$ cat config.mk
export PLATFORM = sky130hd
export DESIGN_NAME = periodic_cell_stencil
export DESIGN_NICKNAME = d
export VERILOG_FILES = /design/src/pcs_pkg.sv /design/src/pcs_front.sv /design/src/pcs_fifo.sv /design/src/pcs_back.sv /design/src/periodic_cell_stencil.sv
export SDC_FILE = /design/constraint.sdc
export NUM_CORES = 1
export LEC_CHECK = 0
export BUFFER_PORTS_ARGS = -buffer_cell sky130_fd_sc_hd__buf_2
export CAP_MARGIN = 20
export CORE_MARGIN = 10
export CORE_UTILIZATION = 64
export DETAILED_ROUTE_END_ITERATION = 8
export PLACE_DENSITY_LB_ADDON = 0.15
export SETUP_SLACK_MARGIN = 0.5
export SYNTH_ARGS = -nofsm -noshare
export SYNTH_HDL_FRONTEND = slang
export SYNTH_SLANG_ARGS = --single-unit
$ cat constraint.sdc
create_clock -name clk -period 6.6 [get_ports clk]
set_clock_uncertainty 0.15 [all_clocks]
set_input_delay 0 -clock clk [delete_from_list [all_inputs] [get_ports clk]]
set_output_delay 0 -clock clk [all_outputs]
set_load 0.02 [all_outputs]
$ cat src/pcs_pkg.sv
// Shared constants and types for the periodic cell stencil block.
`timescale 1ns / 1ps
package pcs_pkg;

    localparam int CFG_W             = 9;
    localparam int CFG_ADDR_W        = 2;
    localparam int IDX_W             = 24;
    localparam int POS_W             = 5;
    localparam int DEFAULT_MAX_WIDTH = 256;
    localparam int QUEUE_DEPTH       = 2;

    localparam logic [CFG_ADDR_W-1:0] REG_WIDTH_X = 2'd0;
    localparam logic [CFG_ADDR_W-1:0] REG_WIDTH_Y = 2'd1;
    localparam logic [CFG_ADDR_W-1:0] REG_WIDTH_Z = 2'd2;

    localparam logic [POS_W-1:0] FIRST_POS  = 5'd0;
    localparam logic [POS_W-1:0] CENTER_POS = 5'd13;
    localparam logic [POS_W-1:0] LAST_POS   = 5'd26;

    // stencil offset codes
    localparam logic [1:0] STEP_MINUS = 2'd0;
    localparam logic [1:0] STEP_ZERO  = 2'd1;
    localparam logic [1:0] STEP_PLUS  = 2'd2;

    typedef struct packed {
        logic err;
        logic single;
    } pcs_flags_t;

endpackage

$ cat src/pcs_front.sv
// Front end: accepts cell indexes and splits them into x, y, z by radix-4 division.
`timescale 1ns / 1ps
module pcs_front #(
    parameter int MAX_WIDTH = pcs_pkg::DEFAULT_MAX_WIDTH
) (
    input  logic                                       clk,
    input  logic                                       rst_n,
    input  logic                                       s_tvalid,
    output logic                                       s_tready,
    input  logic [pcs_pkg::IDX_W-1:0]                  s_tdata,
    input  logic [$clog2(MAX_WIDTH+1)-1:0]             wx,
    input  logic [$clog2(MAX_WIDTH+1)-1:0]             wy,
    input  logic [$clog2(MAX_WIDTH+1)-1:0]             wz,
    output logic                                       push,
    input  logic                                       full,
    output logic [3*$clog2(MAX_WIDTH+1)+1:0]           push_data
);
    import pcs_pkg::*;

    localparam int WW     = $clog2(MAX_WIDTH + 1);
    localparam int STEPS  = IDX_W / 2;
    localparam int CNT_W  = $clog2(STEPS);

    localparam logic [1:0] ST_IDLE = 2'd0;
    localparam logic [1:0] ST_DIV1 = 2'd1;
    localparam logic [1:0] ST_DIV2 = 2'd2;
    localparam logic [1:0] ST_DONE = 2'd3;

    logic [1:0]       state_reg, state_next;
    logic [CNT_W-1:0] cnt_reg, cnt_next;
    logic [IDX_W-1:0] sh_reg, sh_next;
    logic [WW-1:0]    rem_reg, rem_next;
    logic [WW-1:0]    x_reg, x_next;
    logic [WW-1:0]    y_reg, y_next;

    logic [WW-1:0]    divisor;
    logic [WW:0]      t1, t2, r1, r2;
    logic             ge1, ge2;
    logic [IDX_W-1:0] sh_step;
    logic             last_step;
    pcs_flags_t       flags;

    // two restoring steps per cycle
    always_comb
    begin
        divisor = (state_reg == ST_DIV1) ? wx : wy;
        t1      = {rem_reg, sh_reg[IDX_W-1]};
        ge1     = (t1 >= {1'b0, divisor});
        r1      = ge1 ? (t1 - {1'b0, divisor}) : t1;
        t2      = {r1[WW-1:0], sh_reg[IDX_W-2]};
        ge2     = (t2 >= {1'b0, divisor});
        r2      = ge2 ? (t2 - {1'b0, divisor}) : t2;
        sh_step = {sh_reg[IDX_W-3:0], ge1, ge2};
    end

    assign last_step    = (cnt_reg == CNT_W'(STEPS - 1));
    assign s_tready     = (state_reg == ST_IDLE);
    assign flags.err    = (sh_reg >= IDX_W'(wz));
    assign flags.single = (wx == WW'(1));
    assign push         = (state_reg == ST_DONE) && !full;
    assign push_data    = {flags, sh_reg[WW-1:0], y_reg, x_reg};

    always_comb
    begin
        state_next = state_reg;
        cnt_next   = cnt_reg;
        sh_next    = sh_reg;
        rem_next   = rem_reg;
        x_next     = x_reg;
        y_next     = y_reg;
        case (state_reg)
            ST_IDLE:
            begin
                if (s_tvalid)
                begin
                    sh_next    = s_tdata;
                    rem_next   = '0;
                    cnt_next   = '0;
                    state_next = ST_DIV1;
                end
            end
            ST_DIV1:
            begin
                sh_next  = sh_step;
                rem_next = r2[WW-1:0];
                cnt_next = cnt_reg + CNT_W'(1);
                if (last_step)
                begin
                    x_next     = r2[WW-1:0];
                    rem_next   = '0;
                    cnt_next   = '0;
                    state_next = ST_DIV2;
                end
            end
            ST_DIV2:
            begin
                sh_next  = sh_step;
                rem_next = r2[WW-1:0];
                cnt_next = cnt_reg + CNT_W'(1);
                if (last_step)
                begin
                    y_next     = r2[WW-1:0];
                    cnt_next   = '0;
                    state_next = ST_DONE;
                end
            end
            ST_DONE:
            begin
                if (!full)
                begin
                    state_next = ST_IDLE;
                end
            end
            default:
            begin
                state_next = ST_IDLE;
            end
        endcase
    end

    always_ff @(posedge clk or negedge rst_n)
    begin
        if (!rst_n)
        begin
            state_reg <= ST_IDLE;
            cnt_reg   <= '0;
        end
        else
        begin
            state_reg <= state_next;
            cnt_reg   <= cnt_next;
        end
    end

    always_ff @(posedge clk)
    begin
        sh_reg  <= sh_next;
        rem_reg <= rem_next;
        x_reg   <= x_next;
        y_reg   <= y_next;
    end

endmodule

$ cat src/pcs_fifo.sv
// Small register queue between the front end and the stencil generator.
`timescale 1ns / 1ps
module pcs_fifo #(
    parameter int WIDTH = 8,
    parameter int DEPTH = pcs_pkg::QUEUE_DEPTH
) (
    input  logic             clk,
    input  logic             rst_n,
    input  logic             push,
    input  logic [WIDTH-1:0] push_data,
    output logic             full,
    input  logic             pop,
    output logic [WIDTH-1:0] head,
    output logic             empty
);
    localparam int PTR_W = (DEPTH > 1) ? $clog2(DEPTH) : 1;
    localparam int CNT_W = $clog2(DEPTH + 1);

    logic [WIDTH-1:0] mem_reg [DEPTH];
    logic [PTR_W-1:0] wr_ptr_reg, wr_ptr_next;
    logic [PTR_W-1:0] rd_ptr_reg, rd_ptr_next;
    logic [CNT_W-1:0] count_reg, count_next;

    assign full  = (count_reg == CNT_W'(DEPTH));
    assign empty = (count_reg == '0);
    assign head  = mem_reg[rd_ptr_reg];

    always_comb
    begin
        wr_ptr_next = wr_ptr_reg;
        rd_ptr_next = rd_ptr_reg;
        count_next  = count_reg;
        if (push)
        begin
            wr_ptr_next = (wr_ptr_reg == PTR_W'(DEPTH - 1)) ? '0 : wr_ptr_reg + PTR_W'(1);
        end
        if (pop)
        begin
            rd_ptr_next = (rd_ptr_reg == PTR_W'(DEPTH - 1)) ? '0 : rd_ptr_reg + PTR_W'(1);
        end
        if (push && !pop)
        begin
            count_next = count_reg + CNT_W'(1);
        end
        else if (pop && !push)
        begin
            count_next = count_reg - CNT_W'(1);
        end
    end

    always_ff @(posedge clk or negedge rst_n)
    begin
        if (!rst_n)
        begin
            wr_ptr_reg <= '0;
            rd_ptr_reg <= '0;
            count_reg  <= '0;
        end
        else
        begin
            wr_ptr_reg <= wr_ptr_next;
            rd_ptr_reg <= rd_ptr_next;
            count_reg  <= count_next;
        end
    end

    always_ff @(posedge clk)
    begin
        if (push)
        begin
            mem_reg[wr_ptr_reg] <= push_data;
        end
    end

endmodule

$ cat src/pcs_back.sv
// Back end: walks the 27 stencil offsets and forms each wrapped neighbor index.
`timescale 1ns / 1ps
module pcs_back #(
    parameter int MAX_WIDTH = pcs_pkg::DEFAULT_MAX_WIDTH
) (
    input  logic                                 clk,
    input  logic                                 rst_n,
    input  logic [$clog2(MAX_WIDTH+1)-1:0]       wx,
    input  logic [$clog2(MAX_WIDTH+1)-1:0]       wy,
    input  logic [$clog2(MAX_WIDTH+1)-1:0]       wz,
    input  logic [3*$clog2(MAX_WIDTH+1)+1:0]     head,
    input  logic                                 empty,
    output logic                                 pop,
    output logic                                 m_tvalid,
    input  logic                                 m_tready,
    output logic [31:0]                          m_tdata,
    output logic                                 m_tlast,
    output logic                                 m_tuser
);
    import pcs_pkg::*;

    localparam int WW  = $clog2(MAX_WIDTH + 1);
    localparam int PLW = 2 * WW;
    localparam int PW  = 3 * WW;
    localparam int CW  = (PW + 1 > IDX_W) ? PW + 1 : IDX_W;

    function automatic logic [WW-1:0] wrap(input logic [WW-1:0] c,
                                           input logic [1:0] d,
                                           input logic [WW-1:0] w);
        logic [WW-1:0] r;
        begin
            case (d)
                STEP_MINUS: r = (c == '0) ? w - WW'(1) : c - WW'(1);
                STEP_ZERO:  r = c;
                default:    r = (c == w - WW'(1)) ? '0 : c + WW'(1);
            endcase
            return r;
        end
    endfunction

    pcs_flags_t    h_flags;
    logic [WW-1:0] h_x, h_y, h_z;
    logic          en, issue, special, at_last;

    logic [PLW-1:0]   plane_reg;
    logic [1:0]       dx_reg, dy_reg, dz_reg;
    logic [POS_W-1:0] pos_reg;

    logic             a_v_reg;
    logic [WW-1:0]    a_x_reg, a_y_reg, a_z_reg;
    logic [POS_W-1:0] a_pos_reg;
    logic             a_last_reg, a_err_reg;

    logic             b_v_reg;
    logic [PW-1:0]    b_zp_reg;
    logic [PLW-1:0]   b_yp_reg;
    logic [WW-1:0]    b_x_reg;
    logic [POS_W-1:0] b_pos_reg;
    logic             b_last_reg, b_err_reg;

    logic             o_v_reg;
    logic [IDX_W-1:0] o_cell_reg;
    logic [POS_W-1:0] o_pos_reg;
    logic             o_last_reg, o_err_reg;
    logic [CW-1:0]    cell_sum;

    assign {h_flags, h_z, h_y, h_x} = head;

    assign en      = !o_v_reg || m_tready;
    assign issue   = en && !empty;
    assign special = h_flags.err || h_flags.single;
    assign at_last = (pos_reg == LAST_POS);
    assign pop     = issue && (special || at_last);

    assign cell_sum = CW'(b_zp_reg) + CW'(b_yp_reg) + CW'(b_x_reg);

    assign m_tvalid = o_v_reg;
    assign m_tdata  = {{(32 - IDX_W - POS_W){1'b0}}, o_pos_reg, o_cell_reg};
    assign m_tlast  = o_last_reg;
    assign m_tuser  = o_err_reg;

    always_ff @(posedge clk)
    begin
        plane_reg <= PLW'(wx) * PLW'(wy);
    end

    always_ff @(posedge clk or negedge rst_n)
    begin
        if (!rst_n)
        begin
            dx_reg  <= STEP_MINUS;
            dy_reg  <= STEP_MINUS;
            dz_reg  <= STEP_MINUS;
            pos_reg <= FIRST_POS;
            a_v_reg <= 1'b0;
            b_v_reg <= 1'b0;
            o_v_reg <= 1'b0;
        end
        else
        begin
            if (pop)
            begin
                dx_reg  <= STEP_MINUS;
                dy_reg  <= STEP_MINUS;
                dz_reg  <= STEP_MINUS;
                pos_reg <= FIRST_POS;
            end
            else if (issue)
            begin
                pos_reg <= pos_reg + POS_W'(1);
                if (dx_reg == STEP_PLUS)
                begin
                    dx_reg <= STEP_MINUS;
                    if (dy_reg == STEP_PLUS)
                    begin
                        dy_reg <= STEP_MINUS;
                        dz_reg <= dz_reg + 2'd1;
                    end
                    else
                    begin
                        dy_reg <= dy_reg + 2'd1;
                    end
                end
                else
                begin
                    dx_reg <= dx_reg + 2'd1;
                end
            end
            if (en)
            begin
                a_v_reg <= issue;
                b_v_reg <= a_v_reg;
                o_v_reg <= b_v_reg;
            end
        end
    end

    always_ff @(posedge clk)
    begin
        if (en)
        begin
            if (special)
            begin
                a_x_reg    <= '0;
                a_y_reg    <= '0;
                a_z_reg    <= '0;
                a_pos_reg  <= h_flags.err ? FIRST_POS : CENTER_POS;
                a_last_reg <= 1'b1;
                a_err_reg  <= h_flags.err;
            end
            else
            begin
                a_x_reg    <= wrap(h_x, dx_reg, wx);
                a_y_reg    <= wrap(h_y, dy_reg, wy);
                a_z_reg    <= wrap(h_z, dz_reg, wz);
                a_pos_reg  <= pos_reg;
                a_last_reg <= at_last;
                a_err_reg  <= 1'b0;
            end

            b_zp_reg   <= PW'(a_z_reg) * PW'(plane_reg);
            b_yp_reg   <= PLW'(a_y_reg) * PLW'(wx);
            b_x_reg    <= a_x_reg;
            b_pos_reg  <= a_pos_reg;
            b_last_reg <= a_last_reg;
            b_err_reg  <= a_err_reg;

            o_cell_reg <= cell_sum[IDX_W-1:0];
            o_pos_reg  <= b_pos_reg;
            o_last_reg <= b_last_reg;
            o_err_reg  <= b_err_reg;
        end
    end

endmodule

$ cat src/periodic_cell_stencil.sv
// Top level of the periodic 27-cell stencil generator.
//
//  channel | dir | handshake          | payload
//  --------+-----+--------------------+-------------------------------------------
//  s_*     | in  | s_tvalid/s_tready  | tdata[23:0] cell_index
//  m_*     | out | m_tvalid/m_tready  | tdata[23:0] neighbor_cell, [28:24] position,
//          |     |                    | tlast last, tuser index_error
//  cfg_*   | in  | cfg_we             | cfg_addr register index, cfg_data value
//
// The front end takes a new request only once the last is handed off: an accept state, two
// radix-4 divisions (by width_x, then width_y), then a hand-off to the queue when not full.
// The back end issues one result per unstalled cycle: 27 per valid request, one otherwise,
// through a three-stage pipeline (wrap, multiply, add) into the output register.
// A full output register stalls the whole back end; a full queue stalls the front.
// Reset clears control state and sets all widths to 1; no clearing pass is needed.
`timescale 1ns / 1ps
module periodic_cell_stencil #(
    parameter int MAX_WIDTH = pcs_pkg::DEFAULT_MAX_WIDTH
) (
    input  logic                            clk,
    input  logic                            rst_n,
    input  logic                            s_tvalid,
    output logic                            s_tready,
    input  logic [pcs_pkg::IDX_W-1:0]       s_tdata,   // cell_index
    output logic                            m_tvalid,
    input  logic                            m_tready,
    output logic [31:0]                     m_tdata,   // neighbor_cell, stencil_position
    output logic                            m_tlast,
    output logic                            m_tuser,   // index_error
    input  logic                            cfg_we,
    input  logic [pcs_pkg::CFG_ADDR_W-1:0]  cfg_addr,
    input  logic [pcs_pkg::CFG_W-1:0]       cfg_data
);
    import pcs_pkg::*;

    localparam int WW = $clog2(MAX_WIDTH + 1);
    localparam int QW = 3 * WW + 2;

    function automatic logic [WW-1:0] clamp(input logic [CFG_W-1:0] v);
        logic [WW-1:0] r;
        begin
            if (v == '0)
            begin
                r = WW'(1);
            end
            else if (int'(v) > MAX_WIDTH)
            begin
                r = WW'(MAX_WIDTH);
            end
            else
            begin
                r = WW'(v);
            end
            return r;
        end
    endfunction

    logic [WW-1:0] wx_reg, wy_reg, wz_reg;
    logic          push, full, pop, empty;
    logic [QW-1:0] push_data, head;

    // widths are stored already clamped
    always_ff @(posedge clk or negedge rst_n)
    begin
        if (!rst_n)
        begin
            wx_reg <= WW'(1);
            wy_reg <= WW'(1);
            wz_reg <= WW'(1);
        end
        else if (cfg_we)
        begin
            case (cfg_addr)
                REG_WIDTH_X: wx_reg <= clamp(cfg_data);
                REG_WIDTH_Y: wy_reg <= clamp(cfg_data);
                REG_WIDTH_Z: wz_reg <= clamp(cfg_data);
                default:     ;
            endcase
        end
    end

    pcs_front #(
        .MAX_WIDTH (MAX_WIDTH)
    ) u_front (
        .clk       (clk),
        .rst_n     (rst_n),
        .s_tvalid  (s_tvalid),
        .s_tready  (s_tready),
        .s_tdata   (s_tdata),
        .wx        (wx_reg),
        .wy        (wy_reg),
        .wz        (wz_reg),
        .push      (push),
        .full      (full),
        .push_data (push_data)
    );

    pcs_fifo #(
        .WIDTH (QW),
        .DEPTH (QUEUE_DEPTH)
    ) u_fifo (
        .clk       (clk),
        .rst_n     (rst_n),
        .push      (push),
        .push_data (push_data),
        .full      (full),
        .pop       (pop),
        .head      (head),
        .empty     (empty)
    );

    pcs_back #(
        .MAX_WIDTH (MAX_WIDTH)
    ) u_back (
        .clk      (clk),
        .rst_n    (rst_n),
        .wx       (wx_reg),
        .wy       (wy_reg),
        .wz       (wz_reg),
        .head     (head),
        .empty    (empty),
        .pop      (pop),
        .m_tvalid (m_tvalid),
        .m_tready (m_tready),
        .m_tdata  (m_tdata),
        .m_tlast  (m_tlast),
        .m_tuser  (m_tuser)
    );

endmodule

==> out/qor.csv <==
metric;value;unit
worstPathCellList;inv_1, o21ai_0, ha_1, inv_1, fa_1, a21oi_1, maj3_2, o211ai_1, a21oi_2, mux2i_1, inv_1, ha_1, nor2b_1, o21ai_0, a21oi_1, o41ai_2, o211ai_4, mux2_4, and2_1;
required;6.76;ns
clock_path_buffers;3;
die_x;217.5;um
fin_setup_tns;0;ns
clock_latency;0.56;ns
synth-edff-count;232;
startpoint_type;flip-flop;
synth-main-ff-cell;edfxtp_1;
clock-sinks;301;
slew_headroom;28.71;%
cts_buffers;35;
ir_worst_vdd;0.7563;mV
finalMaxSlewViolations;0;
multi_input_area;14790;sq um
cts-root-buf;clkbuf_16;
max_freq;0.1757;GHz
critPathMostFrequentCell;inv_1;
avgSynthCellArea;10.49;sq um
gp_congestion;0.8951;
die_h;217.5;um
clkTransAtPathRegs;0.06;ns
num-fill-cells;2831;
grt_use_met2;42.22;%
track_usage;24.09;%
top_usage_layer;met2;
finalCritPeriodShare;86.24;%
wl_per_cell;18.52;um
ant_nets;0;
slowest_delay;0.65;ns
worstPathMaxFanout;16;
slowest_stage;dfstp_2;
port_buffers;72;
netlist_instances;2379;
synth_cell_types;86;
drive_above_1_share;9.365;%
cts_tree;yes;
ys_warn_count;0;
gr-usage-met3;2.566;%
drtIter0Drc;1305;
crit_path_end_kind;flip-flop;
area_delta_synth_final;9.359;%
initial_core_util;64.58;%
path_class;flip-flop to flip-flop;
grt_pass1_vias;18100;
grt_setup_unrepaired;false;
vias;17140;
vias_per_cell;5.698;
ff_latch_area;8608;sq um
grt_pass1_wl;92140;um
dieArea;47300;sq um
finalSetupViolations;0;
grt_util_met1;29.86;%
leakagePower;12.22;nW
post-cts-setup-buffers;0;
drc;0;
routed_wl;55700;um
nets;2908;
worstMarginPinSlew;1.069;ns
first_pass_iters;5;
syn_area;24960;sq um
period_minus_slack;5.692;ns
gr-total-overflow;0;
largest_reg_flops;58;
fin_ws;0.9081;ns
grt_start_max_net_pins;76;
dpl.hpwl;41110;um
yosys_register_bits;301;
dpl_worst_slack;0.6864;ns
status;completed;
core;38650;sq um
antenna_found_initial;1;
async_flop_share;16.94;%
synth-seq-area-share;34.48;%
min_path_type;input port to flip-flop;
layout_commonest_cell;inv_1;
std_cell_rows;72;
powerDensity;536.9;nW/um^2
h-tree-depth;2;
mostFrequentLayoutCells;312 x inv_1, 267 x nand2_1, 232 x edfxtp_1, 223 x fa_1, 183 x ha_1;
drv_cap;0;
ios;76;
arrival;5.85;ns
finalHoldViolCount;0;
## cells by family (layout without fill, tap and decap cells)
kind of cell             Yosys count  after routing  share of synthesized area (%)
AND/OR/NAND/NOR                  702            702                          13.92
buffers and inverters            407            514                          6.366
XOR/XNOR                         152            152                          5.444
multiplexers                      88             88                          4.186
adder cells (fa/ha/maj)          408            408                          27.15
other                              1              5                        0.01502
flip-flops                       301            301                          34.48
AO/OA/AOI/OAI                    320            320                          8.437
## metrics by stage
stage | area (sq um) | utilization [%] | instances | power [mW] | hold WS (ns)
finish | 27300 | 70.63 | 3008 | 14.66 | 0.06486
global route | 27290 | 70.62 | 3007 | 15.96 | 0.1463
CTS | 27280 | 70.59 | 3006 | 14.66 | 0.07826
detailed placement | 25720 | 66.56 | 2897 | 12.68 | 0.03581
global placement | 25720 | 66.55 | 2896 | 12.37 | 0.02073
floorplan | 24970 | - | 2381 | 10.64 | -0.4456
## final cells by class
cell class / instances / area share [%]
multi-input cells: 1673 / 54.19
flip-flops and latches: 301 / 31.54
inverters: 313 / 4.309
repair buffers: 137 / 3.511
clock buffers: 47 / 3.410
well taps: 518 / 2.374
clock inverters: 17 / 0.6463
diodes: 2 / 0.01834
## metal layers
metal / up-vias / share of wire [%]
met5: - / 0
met1: 8505 / 42
met2: 421 / 50
li1: 8103 / -
met4: 0 / 3.5
met3: 111 / 3.9
## cell usage after synthesis (all sizes together) (5+ instances only)
cell | n | area [sq um]
buf | 23 | 146.4
nand3 | 27 | 145.1
nor2 | 96 | 362.8
a211oi | 14 | 105.1
inv | 312 | 1171
mux2i | 43 | 523.0
nand2 | 267 | 1002
o211ai | 6 | 58.81
mux2 | 45 | 521.8
xnor2 | 115 | 1007
nand2b | 18 | 112.6
dfxtp | 18 | 360.4
nor3 | 28 | 145.1
o22a | 8 | 70.07
a21o | 27 | 202.7
ha | 184 | 2302
nor3b | 5 | 37.54
edfxtp | 232 | 6967
o21a | 17 | 127.6
clkbuf | 71 | 266.5
or4 | 6 | 45.04
a21oi | 86 | 441.7
a31oi | 12 | 75.07
nand3b | 6 | 45.04
or2 | 5 | 31.28
nand4 | 12 | 75.07
a21boi | 6 | 45.05
and2 | 161 | 1007
dfrtp | 48 | 1201
fa | 223 | 4464
and3 | 18 | 112.6
o31ai | 8 | 60.06
nor4 | 19 | 133.9
o21ai | 86 | 437.9
o21bai | 6 | 45.04
xor2 | 35 | 306.5
or3 | 11 | 68.82
nor2b | 21 | 131.4
## path summary, 6_finish.rpt
path	cells after the start	slack, ns	from	end
setup reg to reg	19	0.91	wy_reg[0]	u_front.rem_reg[6]
hold / removal	3	0.06	m_tready	u_back.m_tvalid
setup / recovery	19	0.91	wy_reg[0]	u_front.rem_reg[6]
hold reg to reg	0	0.27	u_back.b_pos_reg[0]	u_back.o_pos_reg[0]
max in group asynchronous	4	5.24	rst_n	u_fifo.rd_ptr_reg
min in group asynchronous	4	0.53	rst_n	wz_reg[8]
## where the power goes
| group | leakage, nW | total, mW | switching, mW | internal (mW) |
|---|---|---|---|---|
| Combinational | 8.59 | 8.70 | 4.95 | 3.75 |
| Clock | 0.542 | 1.90 | 0.809 | 1.09 |
| Sequential | 3.09 | 4.06 | 0.710 | 3.35 |
## worst max-delay path: cells and delay by family (launching register included)
family / cells / cell delay, ns
AO/OA/AOI/OAI: 8 / 2.09
adder cells (fa/ha/maj): 4 / 1.26
multiplexers: 2 / 0.71
flip-flops: 1 / 0.65
AND/OR/NAND/NOR: 2 / 0.31
buffers and inverters: 3 / 0.29
## what timing repair did
action,CTS,global route
hold buffers,45,0
endpoints found under the hold margin,106,0
resized for setup,0,2
setup endpoints to repair,0,28
Power figures use the tool's default switching activity.
